### src/rtl/breakpoint_curve_interpolator_defines.svh
// Assertion macros for the breakpoint curve interpolator.
// No dependencies.
`ifndef BREAKPOINT_CURVE_INTERPOLATOR_DEFINES_SVH
`define BREAKPOINT_CURVE_INTERPOLATOR_DEFINES_SVH
`define BCI_ASSERT(lbl, clk, rst_n, prop, msg) \
	lbl: assert property (@(posedge clk) disable iff (!rst_n) (prop)) else $error(msg);
`define BCI_ASSERT_NEXT(lbl, clk, rst_n, a, b, msg) \
	lbl: assert property (@(posedge clk) disable iff (!rst_n) (a) |=> (b)) else $error(msg);
`endif

### src/rtl/bci_pkg.sv
// Package for the breakpoint curve interpolator: sizes, opcodes, status codes, states.
// No dependencies.
package bci_pkg;
	localparam int MAX_POINTS = 16;
	localparam int FRAC_BITS  = 16;
	typedef enum logic [1:0] {
		OP_INSERT = 2'd0,
		OP_REMOVE = 2'd1,
		OP_MOVE   = 2'd2,
		OP_EVAL   = 2'd3
	} op_t;
	typedef enum logic [1:0] {
		ST_OK    = 2'd0,
		ST_FULL  = 2'd1,
		ST_INVAL = 2'd2
	} status_t;
	typedef enum logic [3:0] {
		S_IDLE, S_INS_RD, S_INS_CMP, S_INS_PUT, S_REM_RD, S_REM_WR,
		S_MV_RD, S_MV_NB, S_MV_WR, S_EV_LAST, S_EV_CHK, S_EV_WALK,
		S_EV_MUL, S_EV_DIV, S_EV_FIN, S_DONE
	} state_t;
endpackage

### src/rtl/bci_ram.sv
// Generic single-port-write, single-read RAM with a registered read.
// No dependencies.
module bci_ram #(
	parameter int WIDTH = 32,
	parameter int DEPTH = 16
) (
	input  logic                     clk,
	input  logic                     we,
	input  logic [$clog2(DEPTH)-1:0] waddr,
	input  logic [WIDTH-1:0]         wdata,
	input  logic [$clog2(DEPTH)-1:0] raddr,
	output logic [WIDTH-1:0]         rdata
);
	logic [WIDTH-1:0] mem [DEPTH];
	always_ff @(posedge clk) begin
		if (we) mem[waddr] <= wdata;
		rdata <= mem[raddr];
	end
endmodule

### src/rtl/breakpoint_curve_interpolator.sv
// Top level of the breakpoint curve interpolator.
// Depends on bci_pkg, bci_ram and breakpoint_curve_interpolator_defines.svh.
`include "breakpoint_curve_interpolator_defines.svh"
// One request at a time: a request is taken when start is high and busy is low,
// and busy stays high until the cycle after the result. The result is on level,
// status and point_count in the single cycle that done is high and holds until
// the next request is taken; the receiver cannot stall and must take it then.
// Insert shifts up each point whose x lies above the new x, then writes it.
// Remove shifts down the points above the index. Move reads the neighbors, then
// writes the clamped point. Evaluate answers at or beyond an end point directly,
// else walks to the segment that holds x, does one multiply and a 16-step divide.
// Refused, disabled or empty requests go to done directly; the next request can be taken in the cycle after done.
module breakpoint_curve_interpolator (
	input  logic        clk,
	input  logic        arst_n,
	input  logic        cfg_we,
	input  logic        cfg_wdata,
	input  logic        start,
	output logic        busy,
	input  logic [1:0]  opcode,
	input  logic [15:0] point_x,
	input  logic [15:0] point_y,
	input  logic [3:0]  point_index,
	input  logic [16:0] x_delta,
	input  logic [16:0] y_delta,
	input  logic [15:0] eval_x,
	output logic        done,
	output logic [16:0] level,
	output logic [1:0]  status,
	output logic [4:0]  point_count
);
	import bci_pkg::*;
	localparam int AW = $clog2(MAX_POINTS);
	localparam int CW = $clog2(MAX_POINTS + 1);
	localparam int W  = FRAC_BITS;
	localparam int BW = $clog2(W);

	state_t state_q, state_nx;
	logic enabled_q;
	logic [CW-1:0] cnt_q, i_q;
	logic [W-1:0] px_q, py_q, ex_q;
	logic [AW-1:0] idx_q;
	logic [W:0] dx_q, dy_q;
	status_t st_q, st_new;
	logic [W:0] lvl_q;
	logic [W-1:0] ax_q, bx_q, by_q, cx_q;
	logic [W-1:0] prevx_q, prevy_q;
	logic [W-1:0] den_q, dxm_q, dym_q, ybase_q, rem_q, lo_q;
	logic neg_q;
	logic [BW-1:0] bit_q;

	logic we;
	logic [AW-1:0] waddr, raddr;
	logic [2*W-1:0] wdata, rdata;
	logic [W-1:0] rx, ry;

	logic full, idx_bad, rem_more;
	logic signed [W+1:0] nx, ny;
	logic [W-1:0] mvx, mvy;
	logic [W:0] rem_sh, rem_sub;
	logic [2*W-1:0] prod;
	logic [W-1:0] y_fin;

	bci_ram #(.WIDTH(2 * W), .DEPTH(MAX_POINTS)) u_ram (
		.clk(clk), .we(we), .waddr(waddr), .wdata(wdata),
		.raddr(raddr), .rdata(rdata)
	);

	assign rx = rdata[2*W-1:W];
	assign ry = rdata[W-1:0];

	assign full = (cnt_q >= CW'(MAX_POINTS));
	assign idx_bad = (CW'(point_index) >= cnt_q) || (point_index == '0) ||
		(CW'(point_index) == cnt_q - 1'b1);
	assign rem_more = ((CW+1)'(i_q) + (CW+1)'(2)) < (CW+1)'(cnt_q);

	always_comb begin
		case (op_t'(opcode)) inside
			OP_INSERT:         st_new = full ? ST_FULL : ST_OK;
			OP_REMOVE, OP_MOVE: st_new = idx_bad ? ST_INVAL : ST_OK;
			default:           st_new = ST_OK;
		endcase
	end

	// move: clamp x between the neighbors, y to the table range
	always_comb begin
		nx = $signed({2'b00, bx_q}) + $signed({dx_q[W], dx_q});
		ny = $signed({2'b00, by_q}) + $signed({dy_q[W], dy_q});
		if (nx < $signed({2'b00, ax_q})) mvx = ax_q;
		else if (nx > $signed({2'b00, cx_q})) mvx = cx_q;
		else mvx = nx[W-1:0];
		if (ny < 0) mvy = '0;
		else if (ny > $signed({2'b00, {W{1'b1}}})) mvy = {W{1'b1}};
		else mvy = ny[W-1:0];
	end

	assign rem_sh = {rem_q, lo_q[W-1]};
	assign rem_sub = rem_sh - {1'b0, den_q};
	assign prod = dxm_q * dym_q;
	assign y_fin = neg_q ? ybase_q - lo_q : ybase_q + lo_q;

	always_comb begin
		state_nx = state_q;
		unique case (state_q)
			S_IDLE: if (start) begin
				unique case (op_t'(opcode))
					OP_INSERT: state_nx = full ? S_DONE : S_INS_RD;
					OP_REMOVE: state_nx = idx_bad ? S_DONE : S_REM_RD;
					OP_MOVE:   state_nx = idx_bad ? S_DONE : S_MV_RD;
					OP_EVAL:   state_nx = (!enabled_q || cnt_q == '0) ? S_DONE : S_EV_LAST;
					default:   state_nx = S_DONE;
				endcase
			end
			S_INS_RD: state_nx = (i_q == '0) ? S_INS_PUT : S_INS_CMP;
			S_INS_CMP: state_nx = (rx > px_q) ? S_INS_RD : S_INS_PUT;
			S_INS_PUT: state_nx = S_DONE;
			S_REM_RD: state_nx = S_REM_WR;
			S_REM_WR: state_nx = rem_more ? S_REM_RD : S_DONE;
			S_MV_RD: state_nx = S_MV_NB;
			S_MV_NB: state_nx = (i_q == CW'(2)) ? S_MV_WR : S_MV_NB;
			S_MV_WR: state_nx = S_DONE;
			S_EV_LAST: state_nx = S_EV_CHK;
			S_EV_CHK: state_nx = (ex_q >= rx) ? S_EV_FIN : S_EV_WALK;
			S_EV_WALK: begin
				if (i_q == '0) state_nx = (ex_q <= rx) ? S_EV_FIN : S_EV_WALK;
				else state_nx = (rx >= ex_q) ? S_EV_MUL : S_EV_WALK;
			end
			S_EV_MUL: state_nx = S_EV_DIV;
			S_EV_DIV: state_nx = (bit_q == '0) ? S_EV_FIN : S_EV_DIV;
			S_EV_FIN: state_nx = S_DONE;
			S_DONE: state_nx = S_IDLE;
			default: state_nx = S_IDLE;
		endcase
	end

	// memory address and control
	always_comb begin
		we = 1'b0;
		raddr = '0;
		waddr = i_q[AW-1:0];
		wdata = rdata;
		unique case (state_q)
			S_INS_RD: raddr = AW'(i_q - 1'b1);
			S_INS_CMP: we = (rx > px_q);
			S_INS_PUT: begin
				we = 1'b1;
				wdata = {px_q, py_q};
			end
			S_REM_RD: raddr = AW'(i_q + 1'b1);
			S_REM_WR: we = 1'b1;
			S_MV_RD: raddr = idx_q - 1'b1;
			S_MV_NB: raddr = idx_q + i_q[AW-1:0];
			S_MV_WR: begin
				we = 1'b1;
				waddr = idx_q;
				wdata = {mvx, mvy};
			end
			S_EV_LAST: raddr = AW'(cnt_q - 1'b1);
			S_EV_CHK: raddr = '0;
			S_EV_WALK: raddr = AW'(i_q + 1'b1);
			default: ;
		endcase
	end

	always_ff @(posedge clk or negedge arst_n) begin
		if (!arst_n) begin
			state_q <= S_IDLE;
			enabled_q <= 1'b1;
			cnt_q <= '0;
			i_q <= '0;
			st_q <= ST_OK;
			lvl_q <= '0;
		end else begin
			state_q <= state_nx;
			if (cfg_we) enabled_q <= cfg_wdata;
			unique case (state_q)
				S_IDLE: if (start) begin
					i_q <= (op_t'(opcode) == OP_REMOVE) ? CW'(point_index) : cnt_q;
					st_q <= st_new;
					lvl_q <= '0;
				end
				S_INS_CMP: if (rx > px_q) i_q <= i_q - 1'b1;
				S_INS_PUT: cnt_q <= cnt_q + 1'b1;
				S_REM_WR: begin
					i_q <= i_q + 1'b1;
					if (!rem_more) cnt_q <= cnt_q - 1'b1;
				end
				S_MV_RD: i_q <= '0;
				S_MV_NB: i_q <= i_q + 1'b1;
				S_EV_CHK: i_q <= '0;
				S_EV_WALK: i_q <= i_q + 1'b1;
				S_EV_FIN: lvl_q <= {1'b1, {W{1'b0}}} - {1'b0, y_fin};
				default: ;
			endcase
		end
	end

	always_ff @(posedge clk) begin
		case (state_q)
			S_IDLE: if (start) begin
				px_q <= point_x;
				py_q <= point_y;
				ex_q <= eval_x;
				idx_q <= point_index;
				dx_q <= x_delta;
				dy_q <= y_delta;
			end
			S_MV_NB: begin
				if (i_q == '0) ax_q <= rx;
				if (i_q == CW'(1)) begin
					bx_q <= rx;
					by_q <= ry;
				end
				if (i_q == CW'(2)) cx_q <= rx;
			end
			S_EV_CHK: begin
				ybase_q <= ry;
				lo_q <= '0;
				neg_q <= 1'b0;
			end
			// segment found when x of the current entry reaches ex
			S_EV_WALK: begin
				prevx_q <= rx;
				prevy_q <= ry;
				ybase_q <= (i_q == '0) ? ry : prevy_q;
				den_q <= rx - prevx_q;
				dxm_q <= ex_q - prevx_q;
				neg_q <= (i_q != '0) && (ry < prevy_q);
				dym_q <= (ry < prevy_q) ? prevy_q - ry : ry - prevy_q;
				lo_q <= '0;
			end
			// high half of the product is below den, so W steps suffice
			S_EV_MUL: begin
				rem_q <= prod[2*W-1:W];
				lo_q <= prod[W-1:0];
				bit_q <= BW'(W - 1);
			end
			S_EV_DIV: begin
				if (rem_sh >= {1'b0, den_q}) begin
					rem_q <= rem_sub[W-1:0];
					lo_q <= {lo_q[W-2:0], 1'b1};
				end else begin
					rem_q <= rem_sh[W-1:0];
					lo_q <= {lo_q[W-2:0], 1'b0};
				end
				bit_q <= bit_q - 1'b1;
			end
			default: ;
		endcase
	end

	assign busy = (state_q != S_IDLE);
	assign done = (state_q == S_DONE);
	assign level = lvl_q;
	assign status = st_q;
	assign point_count = 5'(cnt_q);

	`BCI_ASSERT(a_cnt_max, clk, arst_n, cnt_q <= CW'(MAX_POINTS), "count over capacity")
	`BCI_ASSERT_NEXT(a_done_idle, clk, arst_n, done, !busy, "done not followed by idle")
	`BCI_ASSERT_NEXT(a_start_busy, clk, arst_n, start && !busy, busy, "request not taken")
endmodule

### config.mk
export PLATFORM = sky130hd
export DESIGN_NAME = breakpoint_curve_interpolator
export DESIGN_NICKNAME = d
export VERILOG_FILES = /design/src/rtl/bci_pkg.sv /design/src/rtl/bci_ram.sv /design/src/rtl/breakpoint_curve_interpolator.sv
export VERILOG_INCLUDE_DIRS = /design/src /design/src/rtl
export SDC_FILE = /design/constraint.sdc
export NUM_CORES = 2
export LEC_CHECK = 0
export ABC_AREA = 1
export BUFFER_PORTS_ARGS = -buffer_cell sky130_fd_sc_hd__buf_2
export CORE_ASPECT_RATIO = 1.1
export CORE_MARGIN = 4
export CORE_UTILIZATION = 60
export DETAILED_ROUTE_END_ITERATION = 6
export PLACE_DENSITY = 0.83
export SETUP_SLACK_MARGIN = 0.4
export SLEW_MARGIN = 20
export SYNTH_ARGS = -nofsm -noshare
export SYNTH_HDL_FRONTEND = slang
export SYNTH_SLANG_ARGS = --single-unit
### constraint.sdc
create_clock -name clk -period 9.7 [get_ports clk]
set_clock_uncertainty 0.15 [all_clocks]
set_input_delay 0.97 -clock clk [delete_from_list [all_inputs] [get_ports clk]]
set_output_delay 0.97 -clock clk [all_outputs]
set_load 0.02 [all_outputs]
==> impl_metrics.tcl <==
set metrics [dict create \
    synth_fa_ha_area_share_pct 15.6 \
    synth_compound_area_share_pct 9.41 \
    crit_path_top_delay_cell "edfxtp_1" \
    cp-end-kind "flip-flop" \
    rr_startpoint "dym_q[11]" \
    rsz0062_at_grt "false" \
    fmax_mhz 151 \
    core_sq_um 85200 \
    num_vias 37800 \
    cp.arrival_ns 6.87 \
    ys_ff_latch 861 \
    start_util_pct 60.7 \
    firstDrtPassIters 6 \
    layout-drive-gt1-share_pct 7.48 \
    drv_cap 0 \
    start_kind "flip-flop" \
    nets 5769 \
    grt_pass1_vias 37700 \
    cts-root-buf "clkbuf_16" \
    yosys-top-cells-count "nand2_1, edfxtp_1, inv_1" \
    period_minus_slack_ns 6.60 \
    htreeDepth 3 \
    avgViaCountPerCell 5.94 \
    cp.buffers_inverters 3 \
    area_growth_pct 8.91 \
    synthCells 5102 \
    critPathRequiredTime_ns 9.96 \
    grt_max_degree 257 \
    tightest_slew_ns 1.01 \
    outcome "finished clean" \
    synth_edf_count 795 \
    place_hpwl_microns 94300 \
    clock-sinks 861 \
    synth_top_family_by_area "simple AND/OR/NAND/NOR gates" \
    finalSetupViolations 0 \
    yosysWarningCount 0 \
    grt-ovfl-total 0 \
    grt_usage_pct 30.0 \
    crit_top_cell "fa_1" \
    clk_path_buf_depth 3 \
    cts_setup_buffers 0 \
    synthDistinctLibCells 58 \
    muxShareOfSynthArea_pct 0.0411 \
    synth_area_leaders "edfxtp_1, fa_1, ha_1" \
    synthFlopType "edfxtp_1" \
    antenna_found_initial 7 \
    die_w_microns 288 \
    pre_cts_slack_ns 3.20 \
    num_io_pins 119 \
    synth_nets 5718 \
    finalHoldViolations 0 \
    timing.slew.headroom_pct 32.0 \
    async_flop_share_pct 3.95 \
    grt_pass1_wl_microns 211000 \
    drt_iter0_markers 4000 \
    worstPathCellList "nand2_1 -> fa_1 -> inv_1 -> fa_1 -> fa_1 -> fa_1 -> fa_1 -> inv_1 -> fa_1 -> inv_1 -> ha_1 -> nand2_1 -> nor4_1 -> nand4_1 -> nand3_1 -> a21oi_1 -> o21ai_0 -> nand2_1" \
    hold_buffers 0 \
    ant_nets 0 \
    crit_path_max_fanout 16 \
    final.setup.tns_ns 0 \
    wl_microns 138000 \
    layout_setup_ws_ns 3.10 \
    numCtsBuffers 87 \
    hp-class "input port to asynchronous set/reset pin" \
    avgSynthCellArea_sq_um 10.1 \
    yosysTopAreaCellShare_pct 46.2 \
    ys_seq_area_share_pct 49.1 \
    synth_top_area_cell "edfxtp_1" \
    drv_slew 0 \
    placementRows 112 \
    cts_resized 0 \
    whs_ns 0.272 \
    finalCritPeriodShare_pct 68.1 \
    clk_latency_ns 0.67 \
    io_buffers 118 \
    synthSimpleGateAreaFrac_pct 16.4 \
    path_class "flip-flop to flip-flop" \
    clk_pin_slew_ns 0.06 \
    die_h_microns 316 \
    drcViolationCount 0 \
    post-synth-top-count-cell "nand2_1" \
    gp_congestion 0.965 \
    wl_per_cell_microns 21.6 \
    dieArea_sq_um 90900 \
    crit_start "dym_q[11]" \
    cts_tree "yes" \
    cp_top_family "adder cells" \
    synth_xor_area_share_pct 2.18 \
    synth_area_sq_um 51700 \
    critPathMaxStageDelay_ns 0.78 \
]
final timing paths:
kind / end / slack, ns / cells past startpoint
max: rem_q[6] / 3.10 / 18
min: level[13] / 0.27 / 1
max reg2reg: rem_q[6] / 3.10 / 18
min reg2reg: level[13] / 0.33 / 2
max in group asynchronous: point_count[2] / 8.50 / 1
min in group clk: px_q[7] / 0.32 / 1
cells in the final DEF, fill, tap and decap left out, types with 32 or more instances in the layout:
| cell | n |
|---|---|
| buf_2 | 118 |
| xnor2_1 | 43 |
| fa_1 | 203 |
| xor2_1 | 86 |
| inv_1 | 723 |
| clkbuf_16 | 88 |
| o21ai_0 | 187 |
| edfxtp_1 | 795 |
| nand4_1 | 46 |
| dfrtp_1 | 33 |
| nand3_1 | 359 |
| buf_4 | 42 |
| nand2_1 | 925 |
| dfxtp_1 | 32 |
| ha_1 | 320 |
| nor2_1 | 169 |
| o211ai_1 | 271 |
| a21oi_1 | 208 |
| or2_1 | 226 |
layout make-up:
cell class                 count  area [sq um]
inverter                     737          2780
antenna                        3          7.51
clock inverter                55           707
tap                         1140          1430
fill                        6471         28900
sequential                   861         25400
clock buffer                 106          2330
multi-input combinational   3301         22700
timing repair buffer         165           996
cells by family (layout without fill, tap and decap cells):
logic type / count (synthesis) / after routing
AND/OR/NAND/NOR: 1867 / 1867
buffers and inverters: 940 / 1063
flip-flops: 861 / 861
AO/OA/AOI/OAI: 780 / 780
adder cells (fa/ha/maj): 523 / 523
XOR/XNOR: 129 / 129
multiplexers: 2 / 2
other: 0 / 3
registers in the layout, summed over array words and instances, names as in the netlist, 17 cells and up:
register and cells:
u_ram.mem 512, u_ram.rdata 32, dx_q 17, dy_q 17
level 17
metrics by stage:
| step | instance area, sq um | cells | utilization, % |
|---|---|---|---|
| floorplan | 51700 | 5102 | - |
| global placement | 53200 | 6199 | 62.4 |
| detailed placement | 53200 | 6199 | 62.4 |
| CTS | 56200 | 6360 | 66.0 |
| global route | 56300 | 6365 | 66.1 |
| finish | 56300 | 6368 | 66.1 |
per-layer routing:
metal  share of wire (%)  GRT usage (%)  vias to the layer above
met2                  48           50.3                     1815
li1                    -              -                    17400
met1                  39           39.3                    18200
met4                 4.1           11.8                        8
met3                 9.2           5.32                      355
met5               0.034              0                        -
Power is not shown: default switching activity piles up to over one toggle a cycle in this logic, so the estimate is an artifact.
